$ cat config.mk
export PLATFORM = sky130hd
export DESIGN_NAME = beep_pattern_sequencer_core
export DESIGN_NICKNAME = d
export VERILOG_FILES = /design/src/rtl/bps_pkg.sv /design/src/rtl/beep_pattern_sequencer_core.sv /design/src/rtl/bps_csr.sv /design/src/rtl/bps_step.sv
export SDC_FILE = /design/constraint.sdc
export NUM_CORES = 1
export LEC_CHECK = 0
export BUFFER_PORTS_ARGS = -buffer_cell sky130_fd_sc_hd__buf_2
export CAP_MARGIN = 20
export CORE_MARGIN = 3
export CORE_UTILIZATION = 50
export DETAILED_ROUTE_END_ITERATION = 7
export PLACE_DENSITY = 0.72
export RECOVER_POWER = 25
export SLEW_MARGIN = 15
export SYNTH_ARGS = -nofsm -noshare
export SYNTH_HDL_FRONTEND = slang
export SYNTH_SLANG_ARGS = --single-unit
$ cat constraint.sdc
create_clock -name clock -period 3.6 [get_ports clock]
set_input_delay 1.08 -clock clock [delete_from_list [all_inputs] [get_ports clock]]
set_output_delay 1.08 -clock clock [all_outputs]
set_load 0.05 [all_outputs]
$ cat src/rtl/bps_pkg.sv
package bps_pkg;

   localparam int TICK_W  = 16;
   localparam int COUNT_W = 8;
   localparam int MODE_W  = 2;
   localparam int PHASE_W = 4;

   // phase codes
   localparam logic [PHASE_W-1:0] PH_IDLE        = 4'd0;
   localparam logic [PHASE_W-1:0] PH_SHORT_START = 4'd1;
   localparam logic [PHASE_W-1:0] PH_SHORT_ON    = 4'd2;
   localparam logic [PHASE_W-1:0] PH_SHORT_OFF   = 4'd3;
   localparam logic [PHASE_W-1:0] PH_HALF_START  = 4'd4;
   localparam logic [PHASE_W-1:0] PH_HALF_ON     = 4'd5;
   localparam logic [PHASE_W-1:0] PH_HALF_OFF    = 4'd6;
   localparam logic [PHASE_W-1:0] PH_LONG_START  = 4'd7;
   localparam logic [PHASE_W-1:0] PH_LONG_ON     = 4'd8;
   localparam logic [PHASE_W-1:0] PH_LONG_OFF    = 4'd9;
   localparam logic [PHASE_W-1:0] PH_STOP        = 4'd10;

   // command modes
   localparam logic [MODE_W-1:0] MODE_SHORT = 2'd0;
   localparam logic [MODE_W-1:0] MODE_HALF  = 2'd1;
   localparam logic [MODE_W-1:0] MODE_LONG  = 2'd2;
   localparam logic [MODE_W-1:0] MODE_STOP  = 2'd3;

   // item kinds
   localparam logic KIND_TICK    = 1'b0;
   localparam logic KIND_COMMAND = 1'b1;

   // register indexes
   localparam logic [2:0] REG_SHORT_ON  = 3'd0;
   localparam logic [2:0] REG_SHORT_OFF = 3'd1;
   localparam logic [2:0] REG_HALF_ON   = 3'd2;
   localparam logic [2:0] REG_HALF_OFF  = 3'd3;
   localparam logic [2:0] REG_LONG_ON   = 3'd4;
   localparam logic [2:0] REG_LONG_OFF  = 3'd5;

   localparam logic [TICK_W-1:0] SHORT_ON_RST  = 16'd100;
   localparam logic [TICK_W-1:0] SHORT_OFF_RST = 16'd100;
   localparam logic [TICK_W-1:0] HALF_ON_RST   = 16'd300;
   localparam logic [TICK_W-1:0] HALF_OFF_RST  = 16'd300;
   localparam logic [TICK_W-1:0] LONG_ON_RST   = 16'd1000;
   localparam logic [TICK_W-1:0] LONG_OFF_RST  = 16'd500;

   typedef struct packed {
      logic [TICK_W-1:0] short_on_ticks;
      logic [TICK_W-1:0] short_off_ticks;
      logic [TICK_W-1:0] half_on_ticks;
      logic [TICK_W-1:0] half_off_ticks;
      logic [TICK_W-1:0] long_on_ticks;
      logic [TICK_W-1:0] long_off_ticks;
   } bps_cfg_type;

   typedef struct packed {
      logic               kind;
      logic [MODE_W-1:0]  mode;
      logic [COUNT_W-1:0] count;
   } bps_item_type;

   typedef struct packed {
      logic [PHASE_W-1:0] phase;
      logic [COUNT_W-1:0] beeps_left;
      logic [TICK_W-1:0]  timeout_left;
      logic               drive_level;
   } bps_state_type;

endpackage

$ cat src/rtl/beep_pattern_sequencer_core.sv
// Channel | Dir | Handshake           | Payload
// req     | in  | req_tvalid/tready   | tuser: kind; tdata: mode, count
// rsp     | out | rsp_tvalid/tready   | tdata: buzzer_drive, busy_res
// csr     | in  | APB, pready tied 1  | six 16-bit tick registers at 4*i
//
// One item per cycle sustained while rsp does not stall; a transaction goes
// first into the input register, then through the state update
// into the result register. Reset clears the sequencer state, the pipeline
// valids and the tick registers to their defaults. A stall on rsp holds the
// result register; req_tready drops only when both registers are full.
module beep_pattern_sequencer_core (
   input  logic        clock,
   input  logic        reset,
   input  logic        req_tvalid,
   output logic        req_tready,
   input  logic [15:0] req_tdata,   // [1:0] mode, [9:2] count, rest zero
   input  logic [0:0]  req_tuser,   // [0] kind
   output logic        rsp_tvalid,
   input  logic        rsp_tready,
   output logic [7:0]  rsp_tdata,   // [0] buzzer_drive, [1] busy_res, rest zero
   input  logic        csr_psel,
   input  logic        csr_penable,
   input  logic        csr_pwrite,
   input  logic [4:0]  csr_paddr,
   input  logic [31:0] csr_pwdata,
   output logic [31:0] csr_prdata,
   output logic        csr_pready
);

   bps_pkg::bps_cfg_type   cfg;
   bps_pkg::bps_item_type  item_ff, item_in;
   bps_pkg::bps_state_type state_ff, state_nxt;
   logic                   in_valid_ff, in_valid_in;
   logic                   out_valid_ff, out_valid_in;
   logic                   out_drive_ff, out_drive_in;
   logic                   out_busy_ff, out_busy_in;
   logic                   req_take;
   logic                   advance;

   bps_csr u_csr (
      .clock       (clock),
      .reset       (reset),
      .csr_psel    (csr_psel),
      .csr_penable (csr_penable),
      .csr_pwrite  (csr_pwrite),
      .csr_paddr   (csr_paddr),
      .csr_pwdata  (csr_pwdata),
      .csr_prdata  (csr_prdata),
      .csr_pready  (csr_pready),
      .cfg         (cfg)
   );

   bps_step u_step (
      .item (item_ff),
      .cur  (state_ff),
      .cfg  (cfg),
      .nxt  (state_nxt)
   );

   assign advance    = in_valid_ff & (~out_valid_ff | rsp_tready);
   assign req_tready = ~in_valid_ff | advance;
   assign req_take   = req_tvalid & req_tready;

   always_comb begin
      item_in = item_ff;
      if (req_take) begin
         item_in.kind  = req_tuser[0];
         item_in.mode  = req_tdata[1:0];
         item_in.count = req_tdata[9:2];
      end
   end

   assign in_valid_in  = req_take | (in_valid_ff & ~advance);
   assign out_valid_in = advance | (out_valid_ff & ~rsp_tready);
   assign out_drive_in = advance ? state_nxt.drive_level : out_drive_ff;
   assign out_busy_in  = advance ? (state_nxt.phase != bps_pkg::PH_IDLE) : out_busy_ff;

   always_ff @(posedge clock) begin
      if (reset) begin
         in_valid_ff           <= 1'b0;
         out_valid_ff          <= 1'b0;
         state_ff.phase        <= bps_pkg::PH_IDLE;
         state_ff.beeps_left   <= 8'd0;
         state_ff.timeout_left <= 16'd0;
         state_ff.drive_level  <= 1'b0;
      end else begin
         in_valid_ff  <= in_valid_in;
         out_valid_ff <= out_valid_in;
         if (advance) begin
            state_ff <= state_nxt;
         end
      end
   end

   always_ff @(posedge clock) begin
      item_ff      <= item_in;
      out_drive_ff <= out_drive_in;
      out_busy_ff  <= out_busy_in;
   end

   assign rsp_tvalid = out_valid_ff;
   assign rsp_tdata  = {6'd0, out_busy_ff, out_drive_ff};

endmodule

$ cat src/rtl/bps_csr.sv
module bps_csr (
   input  logic                  clock,
   input  logic                  reset,
   input  logic                  csr_psel,
   input  logic                  csr_penable,
   input  logic                  csr_pwrite,
   input  logic [4:0]            csr_paddr,
   input  logic [31:0]           csr_pwdata,
   output logic [31:0]           csr_prdata,
   output logic                  csr_pready,
   output bps_pkg::bps_cfg_type  cfg
);

   bps_pkg::bps_cfg_type cfg_ff, cfg_in;
   logic                 wr_en;
   logic [2:0]           reg_idx;
   logic [15:0]          rd_val;

   assign csr_pready = 1'b1;
   assign wr_en      = csr_psel & csr_penable & csr_pwrite & csr_pready;
   assign reg_idx    = csr_paddr[4:2];

   always_comb begin
      cfg_in = cfg_ff;
      if (wr_en) begin
         case (reg_idx)
            bps_pkg::REG_SHORT_ON:  cfg_in.short_on_ticks  = csr_pwdata[15:0];
            bps_pkg::REG_SHORT_OFF: cfg_in.short_off_ticks = csr_pwdata[15:0];
            bps_pkg::REG_HALF_ON:   cfg_in.half_on_ticks   = csr_pwdata[15:0];
            bps_pkg::REG_HALF_OFF:  cfg_in.half_off_ticks  = csr_pwdata[15:0];
            bps_pkg::REG_LONG_ON:   cfg_in.long_on_ticks   = csr_pwdata[15:0];
            bps_pkg::REG_LONG_OFF:  cfg_in.long_off_ticks  = csr_pwdata[15:0];
            default:                cfg_in = cfg_ff;
         endcase
      end
   end

   always_ff @(posedge clock) begin
      if (reset) begin
         cfg_ff.short_on_ticks  <= bps_pkg::SHORT_ON_RST;
         cfg_ff.short_off_ticks <= bps_pkg::SHORT_OFF_RST;
         cfg_ff.half_on_ticks   <= bps_pkg::HALF_ON_RST;
         cfg_ff.half_off_ticks  <= bps_pkg::HALF_OFF_RST;
         cfg_ff.long_on_ticks   <= bps_pkg::LONG_ON_RST;
         cfg_ff.long_off_ticks  <= bps_pkg::LONG_OFF_RST;
      end else begin
         cfg_ff <= cfg_in;
      end
   end

   always_comb begin
      case (reg_idx)
         bps_pkg::REG_SHORT_ON:  rd_val = cfg_ff.short_on_ticks;
         bps_pkg::REG_SHORT_OFF: rd_val = cfg_ff.short_off_ticks;
         bps_pkg::REG_HALF_ON:   rd_val = cfg_ff.half_on_ticks;
         bps_pkg::REG_HALF_OFF:  rd_val = cfg_ff.half_off_ticks;
         bps_pkg::REG_LONG_ON:   rd_val = cfg_ff.long_on_ticks;
         bps_pkg::REG_LONG_OFF:  rd_val = cfg_ff.long_off_ticks;
         default:                rd_val = 16'd0;
      endcase
   end

   assign csr_prdata = {16'd0, rd_val};
   assign cfg        = cfg_ff;

endmodule

$ cat src/rtl/bps_step.sv
module bps_step (
   input  bps_pkg::bps_item_type  item,
   input  bps_pkg::bps_state_type cur,
   input  bps_pkg::bps_cfg_type   cfg,
   output bps_pkg::bps_state_type nxt
);

   logic [15:0] tmo_dec;
   logic [15:0] on_ticks;
   logic [15:0] off_ticks;

   assign tmo_dec = (cur.timeout_left != 16'd0) ? cur.timeout_left - 16'd1
                                                : cur.timeout_left;

   // on/off times of the pattern the current phase belongs to
   always_comb begin
      case (cur.phase)
         bps_pkg::PH_SHORT_START, bps_pkg::PH_SHORT_ON, bps_pkg::PH_SHORT_OFF: begin
            on_ticks  = cfg.short_on_ticks;
            off_ticks = cfg.short_off_ticks;
         end
         bps_pkg::PH_HALF_START, bps_pkg::PH_HALF_ON, bps_pkg::PH_HALF_OFF: begin
            on_ticks  = cfg.half_on_ticks;
            off_ticks = cfg.half_off_ticks;
         end
         default: begin
            on_ticks  = cfg.long_on_ticks;
            off_ticks = cfg.long_off_ticks;
         end
      endcase
   end

   always_comb begin
      nxt = cur;
      if (item.kind == bps_pkg::KIND_COMMAND) begin
         // a command sets the pattern only; level and timeout stay
         nxt.beeps_left = item.count;
         case (item.mode)
            bps_pkg::MODE_SHORT: nxt.phase = bps_pkg::PH_SHORT_START;
            bps_pkg::MODE_HALF:  nxt.phase = bps_pkg::PH_HALF_START;
            bps_pkg::MODE_LONG:  nxt.phase = bps_pkg::PH_LONG_START;
            default:             nxt.phase = bps_pkg::PH_STOP;
         endcase
      end else begin
         nxt.timeout_left = tmo_dec;
         case (cur.phase)
            bps_pkg::PH_IDLE: begin
               nxt.phase = bps_pkg::PH_IDLE;
            end
            bps_pkg::PH_SHORT_START, bps_pkg::PH_HALF_START,
            bps_pkg::PH_LONG_START: begin
               if (cur.beeps_left != 8'd0) begin
                  nxt.drive_level  = 1'b1;
                  nxt.phase        = cur.phase + 4'd1;
                  nxt.timeout_left = on_ticks;
               end else begin
                  nxt.phase = bps_pkg::PH_STOP;
               end
            end
            bps_pkg::PH_SHORT_ON, bps_pkg::PH_HALF_ON, bps_pkg::PH_LONG_ON: begin
               if (tmo_dec == 16'd0) begin
                  nxt.drive_level  = 1'b0;
                  nxt.phase        = cur.phase + 4'd1;
                  nxt.timeout_left = off_ticks;
               end
            end
            bps_pkg::PH_SHORT_OFF, bps_pkg::PH_HALF_OFF, bps_pkg::PH_LONG_OFF: begin
               if (tmo_dec == 16'd0) begin
                  if (cur.beeps_left != 8'd0) begin
                     nxt.beeps_left = cur.beeps_left - 8'd1;
                  end
                  // back to the start phase of the same pattern
                  nxt.phase = cur.phase - 4'd2;
               end
            end
            default: begin
               // to-stop and unused codes: silence and go idle
               nxt.drive_level = 1'b0;
               nxt.phase       = bps_pkg::PH_IDLE;
            end
         endcase
      end
   end

endmodule

* After elaboration in Yosys (flattened, before gate mapping)
Cells that the tools add are included.
** Storage, ports and cells
- Flip-flop bits (word level) :: 140
- Bits in latches :: 0
- RAM bits :: 0
- ROM bits :: 0
- Bits of input ports :: 61
- Output and inout port bits :: 43
- Logic and storage cells :: 93
- Memories kept :: 0
** Operators by class
- $add $sub $neg :: 4
- Multiply operators :: 0
- Div/mod/pow operators :: 0
- $lt $le $gt $ge :: 0
- Eq/ne operators :: 16
- Shifts and indexed selects :: 0
- Multiplexer cells :: 17
- Bitwise logic cells :: 15
- Reductions and logical operators :: 24
** Operator list (number)
- case mux 16 bit (2 select lines) :: 3
- case mux 16 bit (6 select lines) :: 1
- 2-to-1 mux 17 bit :: 2
- 2-to-1 mux 12 bit :: 2
- case mux 4 bit (3 select lines) :: 2
- equality test 4 x 3 -> 1 bit (second input constant) :: 4
- logical NOT 16 bit :: 1
- 2-to-1 mux 16 bit :: 1
- 2-to-1 mux 8 bit :: 2
- nonzero test 16 bit :: 1
- subtractor 16 x 1 -> 16 bit (second input constant) :: 1
- OR reduction 3 bit :: 5
- AND reduction 2 bit :: 7
- equality test 4 x 2 -> 1 bit (second input constant) :: 2
- equality test 4 bit (second input constant) :: 2
- 2-to-1 mux 4 bit :: 2
- nonzero test 8 bit :: 1
- subtractor 8 x 1 -> 8 bit (second input constant) :: 1
- bitwise AND 1 bit :: 6
- equality test 3 x 2 -> 1 bit (second input constant) :: 2
- equality test 3 bit (second input constant) :: 2
- nonzero test 2 bit :: 3
- NOT 1 bit :: 5
- adder 4 x 1 -> 4 bit (second input constant) :: 1
- other kinds (14) :: 17

* Logic depth before layout (Yosys ltp)
Gate-level depths: netlist of the first run.
- Depth after elaboration :: 7
- Mapped depth :: 13
- Gate-level depth less buffers :: 10

* Cells and area by module
A second synthesis of the first run with hierarchy kept.
** Second synthesis, totals
- Cells, all modules :: 1031
- Area total of the unflattened synthesis :: 8948.6 µm²
** By module, submodules not included
- bps_csr :: instances 1, cells each 481, area an instance 4725.8 µm², seq. area each 1921.8 µm²
- bps_step :: instances 1, cells each 391, area an instance 2346.0 µm², seq. area each 0.0 µm²
- beep_pattern_sequencer_core :: instances 1, cells each 159, area an instance 1876.8 µm², seq. area each 1011.0 µm²

* Worst setup path before layout of the first run
No wires, ideal clock.
- Path type :: input port to output port
- Start point :: input csr_paddr[4]
- End point :: output csr_prdata[13]
- Arrival time :: 2.521 ns
- Required time :: 2.520 ns
- Setup slack :: -0.001 ns
- Stages on the path :: 4
- Buffers on the path :: 1
- Path through :: nor3b_1 -> clkbuf_1 -> a22oi_1 -> nand3_1
** On the way
- Cells in the longest elaborated chain, start to end :: 2
- Elaborated cells on any way between the ends :: 7
- Those cells by class :: eq/ne (5); mux (1); reduce/logical (1)
** Ends and longest elaborated chain
- start, declared :: line beep_pattern_sequencer_core.sv:24 : input logic [4:0] csr_paddr,
- equality test 3 bit (tied with other cells) :: line bps_csr.sv:52 : case (reg_idx)
- case mux 16 bit (6 select lines) * :: line bps_csr.sv:52
- end, declared :: line beep_pattern_sequencer_core.sv:26 : output logic [31:0] csr_prdata,
Mark *: on every way between the ends. The rest lies on a longest branch, timed or not.

* Worst setup path after layout of the first run
- Start point :: input csr_paddr[4]
- End point :: output csr_prdata[7]
Same word-level chain as after synthesis.

==> qor.yml, run 1 <==
outcome: "finished, final reports clean"
placed_cell_area_um2: 8470
whs_endpoint: "u_csr.cfg[44]"
fp.dieH_um: 132
irDropWorstVdd_mv: 0.384
p_per_area_nw_per_um2: 466
hold_path_class: "reg -> reg"
placementRows: 45
netlist_instances: 1013
rsz0062_at_grt: "false"
worstReg2RegStart: "state_ff[1]"
slew-limit-headroom_pct: 23.8
final_net_count: 1121
critical_path_peak_fanout: 18
detailedPlacementHpwl_um: 15000
cts_max_path_buffers: 2
grt_start_max_net_pins: 58
netlist-cell-type-count: 78
core_um2: 15400
synthTopCellsByCount: "237 x nand2_1, 127 x dfxtp_1, 122 x a21oi_1, 62 x clkbuf_1, 55 x a22oi_1"
worstPathArrival_ps: 2310
reg2reg_slack_ps: 280
synth_area_um2: 7940
drive_gt1_share_pct: 14.6
maxClockFrequency_mhz: 295
setup_crit_end_kind: "output port"
clkSlewWorstSetupHoldPaths_ps: 60
io_pins: 104
route.detailed.drc: 0
synthDominantCellAreaShare_pct: 32.0
net-switching-power_mw: 1.26
cts_root_buf: "clkbuf_16"
hold_viol_final: 0
hold_buf_cts: 0
layout-area-overhead-vs-synth_pct: 13.8
internal_power_mw: 2.95
final_core_utilization_pct: 58.8
initial_utilization_pct: 51.6
hold_path.startpoint: "u_csr.cfg[44]"
via_count_of_the_first_global_routing_pass: 7210
postCtsResizedCells: 0
synth_ff_type: "dfxtp_1"
timing_worst_slew_pin_value_ps: 1140
via_per_inst: 6.05
finalCriticalPeriod_ps: 3390
timing.max_cap.violations: 0
setup.worst_path.class: "in -> out"
clock_latency_ps: 430
timing.setup.tns_ps: 0
net_sw_share_pct: 29.9
edff_count_synth: 13
clock_sinks: 140
synth.yosys.warnings: 0
number_of_buffers_created_by_cts: 17
floorplan.die.width_um: 132
average_wire_length_per_cell_after_detail_routing_um: 18.2
worst_hold_path.num_cells: 2
syn_avg_cell_area_um2: 7.84
clkPwrFrac_pct: 42.8
h-tree-depth: 4
hold-worst-slack_ps: 469
fin_worst_skew_ps: 11.6
stdcell_area_um2: 9040
async_flop_share_pct: 0
number_of_antenna_violations_at_the_first_check_in_global_routing: 0
routabilityCongestion: 0.940
yosys.cell_count.top_type: "nand2_1"
crit_path_start_kind: "input pin"
yosys_register_bits: 140
combPwrFrac_pct: 18.0
vias: 7697
report.final.setup_viol: 0
globalRoute.totalOverflow: 0
synth.yosys.seq_area_share_pct: 36.9
grt_first_pass_wirelength_um: 38000
antenna_cells_inserted: 0
cp_data_required_time_ps: 2520
drt.antenna.violating_nets: 0
floorplan.die_area_um2: 17400
ff2ff_path_depth: 10
rr_endpoint: "state_ff[18]"
static-leakage-power_nw: 3.44
synth.largest_area_cell: "dfxtp_1"
port_buffers: 56
cts_tree: "yes"
synth.area.top_cells: "dfxtp_1 32%, nand2_1 11%, a21oi_1 7.7%"
grt.total_usage_pct: 26.8
max_slew_vio_count: 0
route.final.wire_length_um: 23100
min_period_over_period_pct: 94.1
drt_iter0_drc: 802
firstDrtPassIters: 5
cts.repair_timing.setup_buffer_count: 0
seq_power_share_pct: 39.1
## final cells by class
| type | instances | area, um^2 |
|---|---|---|
| fillers | 1455 | 6330 |
| multi-input cells | 774 | 4530 |
| flip-flops and latches | 140 | 2930 |
| repair buffers | 91 | 619 |
| inverters | 24 | 90.1 |
| clock buffers | 18 | 429 |
| clock inverters | 14 | 168 |
| well taps | 211 | 264 |
## registers in the layout (all words and copies together) (netlist names)
signal / cells
state_ff: 29
out_drive_ff: 1
out_busy_ff: 1
u_csr.cfg: 96
rsp_tvalid: 1
in_valid_ff: 1
item_ff: 11
## placed cells by master (no fill, tap or decap), types with 4 or more instances in the layout
master / netlist / routed
a22oi_1: 55 / 55
a22o_1: 28 / 28
inv_1: 23 / 23
buf_2: 4 / 52
and2_0: 5 / 6
and4_1: 4 / 4
nor2_1: 30 / 29
a221oi_1: 5 / 5
clkbuf_16: 0 / 17
conb_1: 2 / 23
o31ai_1: 15 / 15
clkbuf_1: 62 / 6
nor3b_1: 7 / 5
nor4_1: 4 / 4
buf_12: 0 / 7
dfxtp_1: 127 / 127
edfxtp_1: 13 / 13
a211oi_1: 10 / 10
ha_1: 12 / 12
o21ai_0: 22 / 22
nand3_1: 28 / 28
nand2b_1: 9 / 9
o21ai_1: 7 / 7
buf_4: 25 / 26
nand2_1: 237 / 237
a21oi_1: 122 / 122
a211oi_2: 7 / 7
mux2i_1: 7 / 7
nand3b_1: 28 / 28
nor3_1: 23 / 21
a21o_1: 11 / 11
## cells by family (layout without fill, tap and decap cells)
kind of cell | count (synthesis) | after routing | share of synthesized area [%]
buffers and inverters | 120 | 147 | 7.30
muxes | 9 | 9 | 1.17
and+or+nand+nor | 409 | 409 | 24.8
other | 2 | 23 | 0.0946
xor gates and xnor gates | 2 | 2 | 0.221
AOI/OAI and AO/OA | 319 | 319 | 27.6
adders and majority gates | 12 | 12 | 1.89
DFF | 140 | 140 | 36.9
## worst max-delay path: stages
cell	delay [ps]
buf_2	130
nor3b_1	360
buf_12	230
a22oi_1	100
nand3_1	110
buf_2	290
## how the worst max path moves through the flow
stage | start | end | slack [ps] | cells after the start
after floorplan | csr_paddr[3] | csr_prdata[0] | 30 | 4
after detailed placement | state_ff[1] | state_ff[18] | 300 | 10
after global placement | state_ff[1] | state_ff[18] | 310 | 10
final | csr_paddr[4] | csr_prdata[7] | 210 | 6
after CTS | state_ff[1] | state_ff[18] | 290 | 10
after global routing | state_ff[1] | state_ff[18] | 60 | 10
## per-layer routing
layer  wire length (um)  vias to the layer above  GRT usage (%)
met2              10400                      382           41.5
met1               9910                     3570           36.6
li1                   -                     3680              -
met3               2010                       65           4.58
met5                  0                        -              0
met4                767                        0           12.3
## power groups by stage
stage / Combinational, mW / Clock, mW / Sequential [mW]
3_3_place_gp: 0.746 / 0 / 1.68
6_report: 0.760 / 1.80 / 1.65
5_1_grt: 0.827 / 1.88 / 1.65
4_1_cts: 0.755 / 1.82 / 1.65
2_1_floorplan: 0.561 / 0 / 1.67
3_5_place_dp: 0.751 / 0 / 1.68
## per-stage QoR
stage               worst slack, ps  power (mW)  cells
global placement                311        2.43   1240
detailed placement              296        2.43   1240
global route                   57.4        4.36   1272
CTS                             286        4.22   1272
floorplan                      33.1        2.23   1034
finish                          213        4.21   1272
No activity file was read; power rests on OpenSTA's default activity.
==> inputs of run 2 (changes only) <==
Settings changed: ABC_AREA set to 1, CTS_BUF_LIST set to sky130_fd_sc_hd__clkbuf_8.
==> qor.yml, run 2 <==
number_of_antenna_violations_at_the_first_check_in_global_routing: 0
share_of_the_synthesized_area_in_compound_gates_ao_oa_aoi_oai_pct: 20.9
largest_register_ff_count: 96
synthTopCellsByCount: "259 x nand2_1, 153 x nor2_1, 127 x dfxtp_1, 109 x inv_1, 107 x o21ai_0"
syn_avg_cell_area_um2: 6.88
worstPathArrival_ps: 2490
h-tree-depth: 4
cts_max_path_buffers: 2
cp_cell_sequence: "buf_2 -> nor3_1 -> inv_1 -> o211ai_1 -> buf_2"
timing_worst_slew_pin_value_ps: 1870
p_per_area_nw_per_um2: 446
min_period_over_period_pct: 99.2
drt.antenna.violating_nets: 0
mostFrequentLayoutCell: "nand2_1"
worst_path_largest_cell_delay_ps: 380
dominant_combinational_cell_family_by_area_after_synthesis: "simple AND/OR/NAND/NOR gates"
mostFrequentLayoutCells: "259 x nand2_1, 153 x nor2_1, 127 x dfxtp_1, 109 x inv_1, 107 x o21ai_0"
core_um2: 15300
yosys.cell_count.top_type: "nand2_1"
synth_mux_area_share_pct: 0
io_pins: 104
detailedPlacementHpwl_um: 15600
cts_tree: "yes"
yosys_register_bits: 140
irDropWorstVdd_mv: 0.260
timing.max_cap.violations: 1
crit_path_frequent_cell: "buf_2"
grt.total_usage_pct: 25.9
netlist_instances: 1141
static-leakage-power_nw: 3.90
critical-path-top-delay-family: "buffers and inverters"
max_slew_vio_count: 108
floorplan.die.width_um: 131
report.final.setup_viol: 0
setup_crit_end_kind: "output port"
finalCriticalPeriod_ps: 3570
initial_utilization_pct: 51.4
timing.setup.tns_ps: 0
edff_count_synth: 13
synth_ff_type: "dfxtp_1"
async_flop_share_pct: 0
via_count_of_the_first_global_routing_pass: 7022
number_of_buffers_created_by_cts: 17
setup.worst_path.class: "in -> out"
synth.largest_area_cell: "dfxtp_1"
failed_checks: "capacitance limit, slew limit"
hold_path_class: "reg -> reg"
clkSlewWorstSetupHoldPaths_ps: 80
final_core_utilization_pct: 57.0
globalRoute.totalOverflow: 0
slew-limit-headroom_pct: -24.6
port_buffers: 56
grt_first_pass_wirelength_um: 36300
antenna_cells_inserted: 0
fin_worst_skew_ps: 10.6
cp_data_required_time_ps: 2520
placementRows: 45
vias: 7748
hold_buf_cts: 0
via_per_inst: 5.47
route.final.wire_length_um: 22700
crit_path_start_kind: "input pin"
synth-adder-area-share_pct: 1.91
synth.yosys.warnings: 0
worst_path_max_delay_cell: "nor3_1"
clock_sinks: 140
grt_start_max_net_pins: 108
netlist-cell-type-count: 40
worstPathBufferInverterCount: 3
outcome: "finished, violations left"
synthXorXnorAreaFrac_pct: 1.12
drive_gt1_share_pct: 12.4
cts_root_buf: "clkbuf_8"
postCtsResizedCells: 0
rsz0062_at_grt: "false"
firstDrtPassIters: 6
synthSimpleGateAreaFrac_pct: 27.9
synth_area_um2: 7850
final_net_count: 1266
floorplan.die_area_um2: 17200
maxClockFrequency_mhz: 280
route.detailed.drc: 0
average_wire_length_per_cell_after_detail_routing_um: 16.0
critical_path_peak_fanout: 6
synth.area.top_cells: "dfxtp_1 32%, nand2_1 12%, nor2_1 7.3%"
cts.repair_timing.setup_buffer_count: 0
clock_latency_ps: 460
drt_iter0_drc: 677
synthDominantCellAreaShare_pct: 32.4
hold_viol_final: 0
synth.yosys.seq_area_share_pct: 37.4
fp.dieH_um: 131
routabilityCongestion: 0.932
layout-area-overhead-vs-synth_pct: 10.9
## run 2: changes by cell type in the layout (fill, tap and decap cells not counted), sizes merged, moves of 35 or more
cell    before  now
nor2        32  167
a21oi      123   64
o211ai       1   36
o21ai       30  119
a22oi       55   14
inv         26  111
## run 2: power breakdown
part / switching (mW) / internal [mW] / leakage [nW]
clock: 0.616 / 0.760 / 0.209
sequential: 0.0407 / 1.62 / 1.16
combinational: 0.615 / 0.236 / 2.54
## run 2: area by class of cell
type | instances | area (um^2)
Fill cell | 1500 | 6550
Multi-Input combinational cell | 831 | 4160
Sequential cell | 140 | 2930
Timing Repair Buffer | 84 | 472
Inverter | 119 | 452
Tap cell | 211 | 264
Clock buffer | 18 | 248
Clock inverter | 14 | 175
## run 2: metrics by stage
step           area, um^2  hold slack, ps  setup WS (ps)  power, mW  instances
2_1_floorplan        7930             443            103       2.34       1162
3_3_place_gp         8310             454           85.5       2.52       1384
3_5_place_dp         8310             467           78.2       2.53       1384
4_1_cts              8730             477           72.8       3.88       1416
5_1_grt              8700             502           14.0       4.04       1417
6_report             8700             475           28.9       3.88       1417
## run 2: kinds of logic after synthesis
family	after synthesis
buf+inv	191
compound gates	274
flops	140
simple gates	512
fa+ha+maj	12
xor+xnor	10
other cells	2
## run 2: final timing paths
path	start	endpoint	slack [ps]	cells after the start
min reg2reg	state_ff[0]	state_ff[0]	480	2
max reg2reg	state_ff[25]	state_ff[2]	700	14
min	state_ff[0]	state_ff[0]	480	2
max	csr_paddr[4]	csr_prdata[5]	30	5
## run 2: metal layers
metal	part of all wire (%)	vias to the layer above	global-route usage, %
li1	-	3847	-
met1	45	3527	35.6
met3	7.6	58	4.71
met4	2.8	0	9.57
met5	0	-	0
met2	45	316	41.0
## run 2: worst min-delay path: stages, from the launching register on
cell,delay (ps)
dfxtp_1,310
nand2_1,60
a21oi_1,60
